File: config.mk
export PLATFORM = sky130hd
export DESIGN_NAME = arx_permutation_32_flat
export DESIGN_NICKNAME = d
export VERILOG_FILES = /design/src/rtl/arx_pkg.sv /design/src/rtl/arx_if.sv /design/src/rtl/arx_ctrl.sv /design/src/rtl/arx_datapath.sv /design/src/rtl/arx_permutation_32.sv /design/src/flat_wrapper.sv
export VERILOG_INCLUDE_DIRS = /design/src /design/src/rtl
export SDC_FILE = /design/constraint.sdc
export NUM_CORES = 2
export LEC_CHECK = 0
export BUFFER_PORTS_ARGS = -buffer_cell sky130_fd_sc_hd__buf_2
export CORE_UTILIZATION = 53
export CTS_CLUSTER_SIZE = 24
export DETAILED_ROUTE_END_ITERATION = 8
export GPL_TIMING_DRIVEN = 0
export HOLD_SLACK_MARGIN = 0.02
export PLACE_DENSITY = 0.66
export SYNTH_ARGS = -nofsm -noshare
export SYNTH_HDL_FRONTEND = slang
export SYNTH_SLANG_ARGS = --single-unit
File: constraint.sdc
create_clock -name i_clk -period 64.4 [get_ports i_clk]
set_clock_uncertainty 0.2 [all_clocks]
set_input_delay 9.66 -clock i_clk [delete_from_list [all_inputs] [get_ports i_clk]]
set_output_delay 9.66 -clock i_clk [all_outputs]
set_load 0.02 [all_outputs]
File: src/rtl/arx_permutation_32_macros.svh
// Assertion macros shared by the ARX permutation RTL.
// Expects i_clk and i_rst_n in the including scope.
`ifndef ARX_PERMUTATION_32_MACROS_SVH
`define ARX_PERMUTATION_32_MACROS_SVH

// same-cycle implication
`define ARX_ASSERT_IMP(lbl, ante, cons, msg) \
    lbl: assert property (@(posedge i_clk) disable iff (!i_rst_n) (ante) |-> (cons)) \
        else $error(msg);

// next-cycle implication
`define ARX_ASSERT_NXT(lbl, ante, cons, msg) \
    lbl: assert property (@(posedge i_clk) disable iff (!i_rst_n) (ante) |=> (cons)) \
        else $error(msg);

`endif

File: src/rtl/arx_pkg.sv
// Package for the ARX permutation: tuple type, round constants and the
// mu / nu / sigma tuple functions. No dependencies.
`timescale 1ns / 1ps

package arx_pkg;

    localparam int WORD_W     = 32;
    localparam int ROUND_W    = 2;
    localparam int TUPLES_DEF = 4;

    typedef logic [3:0][WORD_W-1:0] t_tuple;
    typedef logic [ROUND_W-1:0]     t_round;

    typedef struct packed {
        logic load_we;
        logic mix_en;
        logic sum_en;
        logic fwd;
        logic first;
    } t_dp_cmd;

    localparam logic [3:0][WORD_W-1:0] MU_K = {
        32'hC6C5C3B8, 32'hD1CCCAC9, 32'hE1D8D4D2, 32'hF0E8E4E2};
    localparam logic [3:0][WORD_W-1:0] NU_K = {
        32'h9695938E, 32'hA39C9A99, 32'hAAA9A6A5, 32'hB4B2B1AC};

    localparam logic [23:0][WORD_W-1:0] ROUND_K = {
        32'h473C3A39, 32'h534E4D4B, 32'h5A595655, 32'h6665635C,
        32'h716C6A69, 32'h87787472, 32'h938E8D8B, 32'h9A999695,
        32'hA6A5A39C, 32'hB1ACAAA9, 32'hC3B8B4B2, 32'hCAC9C6C5,
        32'hD4D2D1CC, 32'hE4E2E1D8, 32'h170FF0E8, 32'h271E1D1B,
        32'h332E2D2B, 32'h3A393635, 32'h4D4B473C, 32'h5655534E,
        32'h635C5A59, 32'h6A696665, 32'h7472716C, 32'h8D8B8778};

    function automatic logic [WORD_W-1:0] rotl(input logic [WORD_W-1:0] v, input int s);
        logic [2*WORD_W-1:0] d;
        d = {v, v} << s;
        return d[2*WORD_W-1:WORD_W];
    endfunction

    // constant tuple of a round; sel picks the first (0) or second (1) half
    function automatic t_tuple round_const(input t_round r, input logic sel);
        t_tuple t;
        int     base;
        unique case (r)
            2'd1:    base = 8;
            2'd2:    base = 16;
            default: base = 0;
        endcase
        if (sel) begin
            base = base + 4;
        end
        for (int j = 0; j < 4; j++) begin
            t[j] = ROUND_K[base + j];
        end
        return t;
    endfunction

    function automatic t_tuple mu(input t_tuple x);
        logic [WORD_W-1:0] s0, s1, s2, s3, a0, a1, a2, a3;
        t_tuple m;
        s0 = MU_K[0] + x[0] + x[1] + x[2];
        s1 = MU_K[1] + x[0] + x[1] + x[3];
        s2 = MU_K[2] + x[0] + x[2] + x[3];
        s3 = MU_K[3] + x[1] + x[2] + x[3];
        a0 = rotl(s0, 5);
        a1 = rotl(s1, 11);
        a2 = rotl(s2, 17);
        a3 = rotl(s3, 23);
        m[0] = a0 ^ a1 ^ a3;
        m[1] = a0 ^ a1 ^ a2;
        m[2] = a1 ^ a2 ^ a3;
        m[3] = a0 ^ a2 ^ a3;
        return m;
    endfunction

    function automatic t_tuple nu(input t_tuple y);
        logic [WORD_W-1:0] s0, s1, s2, s3, a0, a1, a2, a3;
        t_tuple n;
        s0 = NU_K[0] + y[0] + y[2] + y[3];
        s1 = NU_K[1] + y[1] + y[2] + y[3];
        s2 = NU_K[2] + y[0] + y[1] + y[2];
        s3 = NU_K[3] + y[0] + y[1] + y[3];
        a0 = rotl(s0, 3);
        a1 = rotl(s1, 10);
        a2 = rotl(s2, 19);
        a3 = rotl(s3, 29);
        n[0] = a1 ^ a2 ^ a3;
        n[1] = a0 ^ a2 ^ a3;
        n[2] = a0 ^ a1 ^ a3;
        n[3] = a0 ^ a1 ^ a2;
        return n;
    endfunction

    function automatic t_tuple sigma(input t_tuple m, input t_tuple n);
        t_tuple z;
        z[3] = m[0] + n[0];
        z[0] = m[1] + n[1];
        z[1] = m[2] + n[2];
        z[2] = m[3] + n[3];
        return z;
    endfunction

endpackage

File: src/rtl/arx_if.sv
// Valid/ready channel interfaces for tuple input and permuted tuple output.
// Depends on arx_pkg.
`timescale 1ns / 1ps

interface arx_in_if;
    import arx_pkg::*;
    logic              valid;
    logic              ready;
    logic [WORD_W-1:0] in_word_0;
    logic [WORD_W-1:0] in_word_1;
    logic [WORD_W-1:0] in_word_2;
    logic [WORD_W-1:0] in_word_3;
    modport source (output valid, in_word_0, in_word_1, in_word_2, in_word_3, input ready);
    modport sink   (input valid, in_word_0, in_word_1, in_word_2, in_word_3, output ready);
endinterface

interface arx_out_if;
    import arx_pkg::*;
    logic              valid;
    logic              ready;
    logic [WORD_W-1:0] out_word_0;
    logic [WORD_W-1:0] out_word_1;
    logic [WORD_W-1:0] out_word_2;
    logic [WORD_W-1:0] out_word_3;
    logic              out_last;
    modport source (output valid, out_word_0, out_word_1, out_word_2, out_word_3, out_last,
                    input ready);
    modport sink   (input valid, out_word_0, out_word_1, out_word_2, out_word_3, out_last,
                    output ready);
endinterface

File: src/rtl/arx_ctrl.sv
// Controller FSM: load / mix / sum / emit sequencing, tuple and round counters,
// round count register. Depends on arx_pkg.
`timescale 1ns / 1ps

module arx_ctrl #(
    parameter int TUPLES = arx_pkg::TUPLES_DEF,
    parameter int IW     = $clog2(TUPLES)
) (
    input  logic                     i_clk,
    input  logic                     i_rst_n,
    input  logic                     i_in_valid,
    output logic                     o_in_ready,
    output logic                     o_out_valid,
    input  logic                     i_out_ready,
    output logic                     o_out_last,
    input  logic                     i_cfg_we,
    input  logic [arx_pkg::ROUND_W-1:0] i_cfg_data,
    output arx_pkg::t_dp_cmd         o_cmd,
    output logic [IW-1:0]            o_idx,
    output arx_pkg::t_round          o_round
);
    import arx_pkg::*;

    typedef enum logic [3:0] {
        ST_LOAD = 4'b0001,
        ST_MIX  = 4'b0010,
        ST_SUM  = 4'b0100,
        ST_EMIT = 4'b1000
    } t_state;

    localparam logic [IW-1:0] LAST_IDX = IW'(TUPLES - 1);

    t_state        r_state, n_state;
    logic [IW-1:0] r_idx, n_idx;
    t_round        r_round, n_round;
    t_round        r_rounds, n_rounds;
    t_round        r_cfg;
    logic          r_fwd, n_fwd;

    always_ff @(posedge i_clk) begin
        if (!i_rst_n) begin
            r_state  <= ST_LOAD;
            r_idx    <= '0;
            r_round  <= '0;
            r_rounds <= '0;
            r_fwd    <= 1'b1;
            r_cfg    <= 2'd3;
        end else begin
            r_state  <= n_state;
            r_idx    <= n_idx;
            r_round  <= n_round;
            r_rounds <= n_rounds;
            r_fwd    <= n_fwd;
            if (i_cfg_we) begin
                r_cfg <= i_cfg_data;
            end
        end
    end

    always_comb begin
        n_state     = r_state;
        n_idx       = r_idx;
        n_round     = r_round;
        n_rounds    = r_rounds;
        n_fwd       = r_fwd;
        o_cmd       = '0;
        o_in_ready  = 1'b0;
        o_out_valid = 1'b0;
        unique case (r_state)
            ST_LOAD: begin
                o_in_ready    = 1'b1;
                o_cmd.load_we = i_in_valid;
                if (i_in_valid) begin
                    if (r_idx == LAST_IDX) begin
                        n_idx    = '0;
                        n_round  = '0;
                        n_rounds = r_cfg;
                        n_fwd    = 1'b1;
                        n_state  = (r_cfg == '0) ? ST_EMIT : ST_MIX;
                    end else begin
                        n_idx = r_idx + 1'b1;
                    end
                end
            end
            ST_MIX: begin
                o_cmd.mix_en = 1'b1;
                n_state      = ST_SUM;
            end
            ST_SUM: begin
                o_cmd.sum_en = 1'b1;
                n_state      = ST_MIX;
                if (r_fwd) begin
                    // backward chain starts at the last tuple
                    if (r_idx == LAST_IDX) begin
                        n_fwd = 1'b0;
                    end else begin
                        n_idx = r_idx + 1'b1;
                    end
                end else if (r_idx == '0) begin
                    if (t_round'(r_round + 1'b1) == r_rounds) begin
                        n_state = ST_EMIT;
                    end else begin
                        n_round = r_round + 1'b1;
                        n_fwd   = 1'b1;
                    end
                end else begin
                    n_idx = r_idx - 1'b1;
                end
            end
            ST_EMIT: begin
                o_out_valid = 1'b1;
                if (i_out_ready) begin
                    if (r_idx == LAST_IDX) begin
                        n_idx   = '0;
                        n_state = ST_LOAD;
                    end else begin
                        n_idx = r_idx + 1'b1;
                    end
                end
            end
            default: begin
                n_state = ST_LOAD;
            end
        endcase
        o_cmd.fwd   = r_fwd;
        o_cmd.first = r_fwd ? (r_idx == '0) : (r_idx == LAST_IDX);
    end

    assign o_out_last = (r_idx == LAST_IDX);
    assign o_idx      = r_idx;
    assign o_round    = r_round;

endmodule

File: src/rtl/arx_datapath.sv
// Datapath: tuple and chain stores, ARX step split into mix (mu/nu) and
// sum (sigma) registers. Depends on arx_pkg.
`timescale 1ns / 1ps

module arx_datapath #(
    parameter int TUPLES = arx_pkg::TUPLES_DEF,
    parameter int IW     = $clog2(TUPLES)
) (
    input  logic             i_clk,
    input  arx_pkg::t_dp_cmd i_cmd,
    input  logic [IW-1:0]    i_idx,
    input  arx_pkg::t_round  i_round,
    input  arx_pkg::t_tuple  i_load,
    output arx_pkg::t_tuple  o_tuple
);
    import arx_pkg::*;

    t_tuple r_tuple [TUPLES];
    t_tuple r_chain [TUPLES];
    t_tuple r_prev;
    t_tuple r_m;
    t_tuple r_n;
    t_tuple s_x;
    t_tuple s_y;
    t_tuple s_z;

    // forward: x = previous chain value (round constant first), y = tuple
    // backward: x = chain entry, y = previous result (round constant first)
    always_comb begin
        if (i_cmd.fwd) begin
            s_x = i_cmd.first ? round_const(i_round, 1'b0) : r_prev;
            s_y = r_tuple[i_idx];
        end else begin
            s_x = r_chain[i_idx];
            s_y = i_cmd.first ? round_const(i_round, 1'b1) : r_prev;
        end
    end

    assign s_z = sigma(r_m, r_n);

    always_ff @(posedge i_clk) begin
        if (i_cmd.mix_en) begin
            r_m <= mu(s_x);
            r_n <= nu(s_y);
        end
        if (i_cmd.sum_en) begin
            r_prev <= s_z;
            if (i_cmd.fwd) begin
                r_chain[i_idx] <= s_z;
            end
        end
        if (i_cmd.load_we || (i_cmd.sum_en && !i_cmd.fwd)) begin
            r_tuple[i_idx] <= i_cmd.load_we ? i_load : s_z;
        end
    end

    assign o_tuple = r_tuple[i_idx];

endmodule

File: src/rtl/arx_permutation_32.sv
// Top level of the ARX permutation: controller, datapath, channel wiring.
// Depends on arx_pkg, arx_if, arx_ctrl, arx_datapath and the macros header.
//
//  port                       dir  role
//  i_in_ch                    in   tuple load, valid/ready transfer
//  o_out_ch                   out  permuted tuple, valid/ready transfer, out_last on the final one
//  i_cfg_we / i_cfg_round_count_setting  in  round count register write
//
// One tuple is taken per cycle while loading; nothing is taken during rounds or emit.
// During rounds each ARX step runs as mix, then sum, on one unit.
// Output stalls hold the current tuple; the next block loads after the last transfer.
// Reset is synchronous, active low; round count resets to 3.
`timescale 1ns / 1ps
`include "arx_permutation_32_macros.svh"

module arx_permutation_32 #(
    parameter int TUPLES = arx_pkg::TUPLES_DEF
) (
    input  logic                        i_clk,
    input  logic                        i_rst_n,
    arx_in_if.sink                      i_in_ch,
    arx_out_if.source                   o_out_ch,
    input  logic                        i_cfg_we,
    input  logic [arx_pkg::ROUND_W-1:0] i_cfg_round_count_setting
);
    import arx_pkg::*;

    localparam int IW = $clog2(TUPLES);

    t_dp_cmd       s_cmd;
    logic [IW-1:0] s_idx;
    t_round        s_round;
    t_tuple        s_load;
    t_tuple        s_tuple;

    assign s_load = {i_in_ch.in_word_3, i_in_ch.in_word_2, i_in_ch.in_word_1,
                     i_in_ch.in_word_0};

    arx_ctrl #(
        .TUPLES (TUPLES),
        .IW     (IW)
    ) u_ctrl (
        .i_clk       (i_clk),
        .i_rst_n     (i_rst_n),
        .i_in_valid  (i_in_ch.valid),
        .o_in_ready  (i_in_ch.ready),
        .o_out_valid (o_out_ch.valid),
        .i_out_ready (o_out_ch.ready),
        .o_out_last  (o_out_ch.out_last),
        .i_cfg_we    (i_cfg_we),
        .i_cfg_data  (i_cfg_round_count_setting),
        .o_cmd       (s_cmd),
        .o_idx       (s_idx),
        .o_round     (s_round)
    );

    arx_datapath #(
        .TUPLES (TUPLES),
        .IW     (IW)
    ) u_datapath (
        .i_clk   (i_clk),
        .i_cmd   (s_cmd),
        .i_idx   (s_idx),
        .i_round (s_round),
        .i_load  (s_load),
        .o_tuple (s_tuple)
    );

    assign o_out_ch.out_word_0 = s_tuple[0];
    assign o_out_ch.out_word_1 = s_tuple[1];
    assign o_out_ch.out_word_2 = s_tuple[2];
    assign o_out_ch.out_word_3 = s_tuple[3];

    `ARX_ASSERT_IMP(a_in_out_exclusive, i_in_ch.ready, !o_out_ch.valid, "load and emit overlap")
    `ARX_ASSERT_NXT(a_mix_then_sum, s_cmd.mix_en, s_cmd.sum_en, "mix not followed by sum")
    `ARX_ASSERT_NXT(a_last_to_load, o_out_ch.valid && o_out_ch.ready && o_out_ch.out_last, i_in_ch.ready && !o_out_ch.valid, "no return to load after last transfer")

endmodule

File: src/flat_wrapper.sv
// flat-port wrapper written by rule: the top's interface ports become plain ports
module arx_permutation_32_flat import arx_pkg::*;
#(
    parameter int TUPLES = arx_pkg::TUPLES_DEF
)
  (i_clk, i_rst_n, i_cfg_we, i_cfg_round_count_setting, i_in_ch_valid, i_in_ch_in_word_0, i_in_ch_in_word_1, i_in_ch_in_word_2, i_in_ch_in_word_3, i_in_ch_ready, o_out_ch_valid, o_out_ch_out_word_0, o_out_ch_out_word_1, o_out_ch_out_word_2, o_out_ch_out_word_3, o_out_ch_out_last, o_out_ch_ready);
  arx_in_if i_in_ch_i ();
  arx_out_if o_out_ch_i ();
  input  logic i_clk;
  input  logic i_rst_n;
  input  logic i_cfg_we;
  input  logic [arx_pkg::ROUND_W-1:0] i_cfg_round_count_setting;
  input wire logic [$bits(i_in_ch_i.valid)-1:0] i_in_ch_valid;
  input wire logic [$bits(i_in_ch_i.in_word_0)-1:0] i_in_ch_in_word_0;
  input wire logic [$bits(i_in_ch_i.in_word_1)-1:0] i_in_ch_in_word_1;
  input wire logic [$bits(i_in_ch_i.in_word_2)-1:0] i_in_ch_in_word_2;
  input wire logic [$bits(i_in_ch_i.in_word_3)-1:0] i_in_ch_in_word_3;
  output wire logic [$bits(i_in_ch_i.ready)-1:0] i_in_ch_ready;
  output wire logic [$bits(o_out_ch_i.valid)-1:0] o_out_ch_valid;
  output wire logic [$bits(o_out_ch_i.out_word_0)-1:0] o_out_ch_out_word_0;
  output wire logic [$bits(o_out_ch_i.out_word_1)-1:0] o_out_ch_out_word_1;
  output wire logic [$bits(o_out_ch_i.out_word_2)-1:0] o_out_ch_out_word_2;
  output wire logic [$bits(o_out_ch_i.out_word_3)-1:0] o_out_ch_out_word_3;
  output wire logic [$bits(o_out_ch_i.out_last)-1:0] o_out_ch_out_last;
  input wire logic [$bits(o_out_ch_i.ready)-1:0] o_out_ch_ready;
  assign i_in_ch_i.valid = i_in_ch_valid;
  assign i_in_ch_i.in_word_0 = i_in_ch_in_word_0;
  assign i_in_ch_i.in_word_1 = i_in_ch_in_word_1;
  assign i_in_ch_i.in_word_2 = i_in_ch_in_word_2;
  assign i_in_ch_i.in_word_3 = i_in_ch_in_word_3;
  assign i_in_ch_ready = i_in_ch_i.ready;
  assign o_out_ch_valid = o_out_ch_i.valid;
  assign o_out_ch_out_word_0 = o_out_ch_i.out_word_0;
  assign o_out_ch_out_word_1 = o_out_ch_i.out_word_1;
  assign o_out_ch_out_word_2 = o_out_ch_i.out_word_2;
  assign o_out_ch_out_word_3 = o_out_ch_i.out_word_3;
  assign o_out_ch_out_last = o_out_ch_i.out_last;
  assign o_out_ch_i.ready = o_out_ch_ready;
  arx_permutation_32 #(.TUPLES(TUPLES)) u_core (.i_clk(i_clk), .i_rst_n(i_rst_n), .i_in_ch(i_in_ch_i), .o_out_ch(o_out_ch_i), .i_cfg_we(i_cfg_we), .i_cfg_round_count_setting(i_cfg_round_count_setting));
endmodule
==> impl_metrics.py <==
metrics = {
    "outcome": {
        "outcome": "finished, violations left",
        "violations": "capacitance limit, slew limit",
    },
    "sta": {
        "timing.fmax_mhz": 64.8,
        "fin_setup_tns_ns": 0,
        "relSlewSlack_pct": -21.6,
        "post-route-min-period_ns": 15.42,
        "setup_viol": 0,
        "maxSlewViolCount": 126,
        "worstMarginPinSlew_ns": 1.81,
        "grt_setup_unrepaired": "false",
        "fin_crit_sh_pct": 24.0,
        "hold_violations": 0,
        "timing.hold.ws_ns": 0.299,
    },
    "cts": {
        "post_cts_hold_buffer_count": 0,
        "numCtsBuffers": 150,
        "clock-sinks": 1423,
        "clock-root-buffer": "sky130_fd_sc_hd__clkbuf_16",
        "cts.repair.resized": 0,
        "tritoncts": "done",
        "clk-insertion-delay-late_ns": 0.84,
        "buffers_inserted_during_post_cts_setup_optimization": 0,
        "clock_tree.buffer_depth": 3,
        "cts-htree-levels": 4,
        "clock_pin_transition_on_the_worst_setup_and_hold_timing_paths_ns": 0.06,
    },
    "min_path": {
        "min_from": "u_core.u_ctrl.r_rounds[1]$_SDFFE_PN0P_",
        "hp-class": "reg -> reg",
    },
    "critical_path": {
        "cp.arrival_ns": 5.56,
        "setup.worst_path.end_class": "output pin",
        "ff2ff_path_depth": 19,
        "crit_path_start_kind": "flop",
        "cp_endpoint": "o_out_ch_out_word_2[31]",
        "crit-reg2reg-capture": "u_core.u_datapath.r_m[83]$_DFFE_PP_",
        "crit_path_top_delay_cell": "sky130_fd_sc_hd__clkbuf_1",
        "worst-path-buf-inv": 6,
        "path_max_fanout": 10,
        "stages_on_the_worst_setup_path": 7,
        "critical-path-max-stage-delay_ns": 1.09,
        "worst-endpoint-required_ns": 54.54,
        "worstSetupPathType": "reg -> out",
        "path_cells": "clkbuf_1 -> clkbuf_1 -> buf_1 -> clkbuf_1 -> clkbuf_1 -> mux2i_1 -> buf_2",
        "cp_most_frequent_cell": "sky130_fd_sc_hd__clkbuf_1",
        "top_delay_family_on_crit_path": "buffers and inverters",
        "ff2ff_setup_slack_ns": 53.93,
    },
    "global_routing": {
        "grt_first_pass_wirelength_um": 531000,
        "gr-total-overflow": 0,
        "met2_track_demand_over_resource_pct": 66.3,
        "initial_antenna_violation_count": 37,
        "via_count_of_the_first_global_routing_pass": 61675,
        "global_router_s_overall_resource_usage_pct": 48.2,
        "grtUsageMet1_pct": 60.2,
        "gr-max-usage-layer": "met2",
        "globalRouteMet3Util_pct": 19.8,
        "grt_max_degree": 85,
    },
    "synth": {
        "synth_top_family_by_area": "adder cells",
        "yosys.area_share.simple_pct": 6.52,
        "count_of_cell_types_in_the_netlist": 110,
        "yosysMostFrequentCell": "sky130_fd_sc_hd__edfxtp_1",
        "syn-cell-area_um2": 87300,
        "synth-adder-area-share_pct": 14.3,
        "synth-seq-area-share_pct": 48.8,
        "portion_of_netlist_area_occupied_by_mux_cells_pct": 7.37,
        "synthTopCellsByCount": "1408 x sky130_fd_sc_hd__edfxtp_1, 644 x sky130_fd_sc_hd__inv_1, 618 x sky130_fd_sc_hd__ha_1",
        "synth_compound_gate_area_share_pct": 11.4,
        "yosys_warnings": 0,
        "async_set_or_reset_flop_fraction_in_the_synthesized_netlist_pct": 0,
        "synthTopCellsByArea": "sky130_fd_sc_hd__edfxtp_1 48%, sky130_fd_sc_hd__ha_1 8.9%, sky130_fd_sc_hd__mux4_2 6.4%",
        "postSynthAreaPerCell_um2": 12.5,
        "synthDominantAreaCellType": "sky130_fd_sc_hd__edfxtp_1",
        "postSynthNetCount": 7992,
        "synthesis.instances": 7001,
        "yosys.area.top_type_share_pct": 48.4,
        "commonest_register_cell_after_synthesis": "sky130_fd_sc_hd__edfxtp_1",
        "parity_gate_share_of_the_synthesized_area_counting_xor_and_xnor_cells_pct": 7.81,
        "synth.ff_latch_count": 1423,
        "synth_enable_flop_cells": 1408,
    },
    "routing": {
        "detail_route.iter0.violations": 10563,
        "detail_route.vias_per_cell": 6.69,
        "routed_wire_length_per_instance_um": 40.8,
        "drt_pre_antenna_iters": 8,
        "drc": 0,
        "dr_total_vias": 66662,
        "drtAntennaViolNets": 0,
        "finalWirelength_um": 406000,
    },
    "placement": {
        "routability_congestion_estimate_from_global_placement": 1.16,
        "detailed_place_hpwl_um": 335000,
        "numPlacedInstances": 9629,
        "numPortBuffers": 265,
    },
    "layout": {
        "drive_above_1_share_pct": 15.4,
        "post_layout_nonfiller_instances": 9960,
        "finish.net_count": 8604,
        "area.growth.synth_to_final_pct": 14.5,
        "finish.utilization_pct": 61.3,
    },
    "job": {
        "count_of_max_cap_constraint_violations": 22,
    },
    "die": {
        "core_um2": 163000,
        "die_footprint_um2": 166000,
        "std_cell_rows": 148,
        "die_h_um": 408,
        "pin_count": 266,
        "die_width_um": 408,
        "floorplan.initialDensity_pct": 53.5,
    },
}
[per-layer routing]
| layer | routed length, um | share of wire [%] | vias up |
|---|---|---|---|
| li1 | - | - | 26931 |
| met5 | 281 | 0.069 | - |
| met1 | 143000 | 35 | 33576 |
| met3 | 60800 | 15 | 1038 |
| met2 | 165000 | 41 | 5095 |
| met4 | 37300 | 9.2 | 22 |
[state kept, by name, summed over array words and instances (netlist names), named ones only]
name                       count
u_core.u_datapath.r_chain    512
u_core.u_datapath.r_tuple    512
u_core.u_datapath.r_m        128
u_core.u_datapath.r_n        128
u_core.u_datapath.r_prev     128
u_core.u_ctrl.r_state          4
u_core.u_ctrl.o_idx            2
u_core.u_ctrl.o_round          2
u_core.u_ctrl.r_cfg            2
u_core.u_ctrl.r_rounds         2
u_core.u_ctrl.r_fwd            1
[logic make-up after synthesis]
kind of cell	after synthesis
fa+ha+maj	857
compound gates	1514
simple gates	1260
xor+xnor	741
buf+inv	882
flops	1423
mux	324
[per-stage QoR]
stage	setup WS (ns)	area [um^2]
5_1_grt	49.04	99900
6_report	48.98	100000
2_1_floorplan	35.97	87300
4_1_cts	49.18	99700
3_3_place_gp	23.58	91400
3_5_place_dp	50.06	94800
[layout by cell type (no fill, tap or decap), drive strengths merged, types with 54 or more instances in the layout]
cell    instances
edfxtp       1408
inv           649
ha            618
nand2         518
buf           516
a21oi         506
xnor2         411
clkbuf        364
nor2          327
xor2          308
mux4          250
o21ai         243
fa            238
a21o          209
o21a           94
nand3          70
clkinv         67
nor3           58
o21bai         57
a211oi         54
[worst reg2reg max path, cell delays in order, from the launching register on]
cell and delay (ns):
sky130_fd_sc_hd__dfxtp_1 0.30, sky130_fd_sc_hd__clkbuf_1 0.44, sky130_fd_sc_hd__clkbuf_1 0.76, sky130_fd_sc_hd__buf_1 0.61
sky130_fd_sc_hd__clkbuf_1 0.70, sky130_fd_sc_hd__clkbuf_1 0.99, sky130_fd_sc_hd__mux4_2 0.45, sky130_fd_sc_hd__a21oi_1 1.15
sky130_fd_sc_hd__ha_1 0.45, sky130_fd_sc_hd__fa_1 0.48, sky130_fd_sc_hd__inv_1 0.04, sky130_fd_sc_hd__ha_1 0.37
sky130_fd_sc_hd__nand3_1 0.30, sky130_fd_sc_hd__nor2_1 0.08, sky130_fd_sc_hd__a221o_1 0.39, sky130_fd_sc_hd__a211oi_1 0.91
sky130_fd_sc_hd__a21oi_1 0.18, sky130_fd_sc_hd__xor2_1 0.54, sky130_fd_sc_hd__xor2_1 0.32, sky130_fd_sc_hd__xor2_1 0.50
[area by class of cell]
| type | count | area [um^2] |
|---|---|---|
| diodes | 52 | 130 |
| plain buffers | 236 | 946 |
| clock buffers | 184 | 3880 |
| clock inverters | 88 | 1080 |
| fillers | 13049 | 63200 |
| inverters | 646 | 2430 |
| multi-input cells | 4696 | 42100 |
| flip-flops and latches | 1423 | 42600 |
| well taps | 2175 | 2720 |
| repair buffers | 460 | 4060 |
[worst min path at each step]
stage                                                        end  slack [ns]  cells past startpoint
after CTS                 u_core.u_ctrl.r_rounds[1]$_SDFFE_PN0P_        0.29                      2
final                     u_core.u_ctrl.r_rounds[1]$_SDFFE_PN0P_        0.30                      2
after global routing      u_core.u_ctrl.r_rounds[1]$_SDFFE_PN0P_        0.32                      2
after detailed placement  u_core.u_ctrl.r_rounds[1]$_SDFFE_PN0P_        0.29                      2
after global placement    u_core.u_ctrl.r_rounds[0]$_SDFFE_PN0P_        0.28                      2
after floorplan           u_core.u_ctrl.r_rounds[0]$_SDFFE_PN0P_        0.26                      2
Power is not shown: default switching activity piles up to over one toggle a cycle in this logic, so the estimate is an artifact.
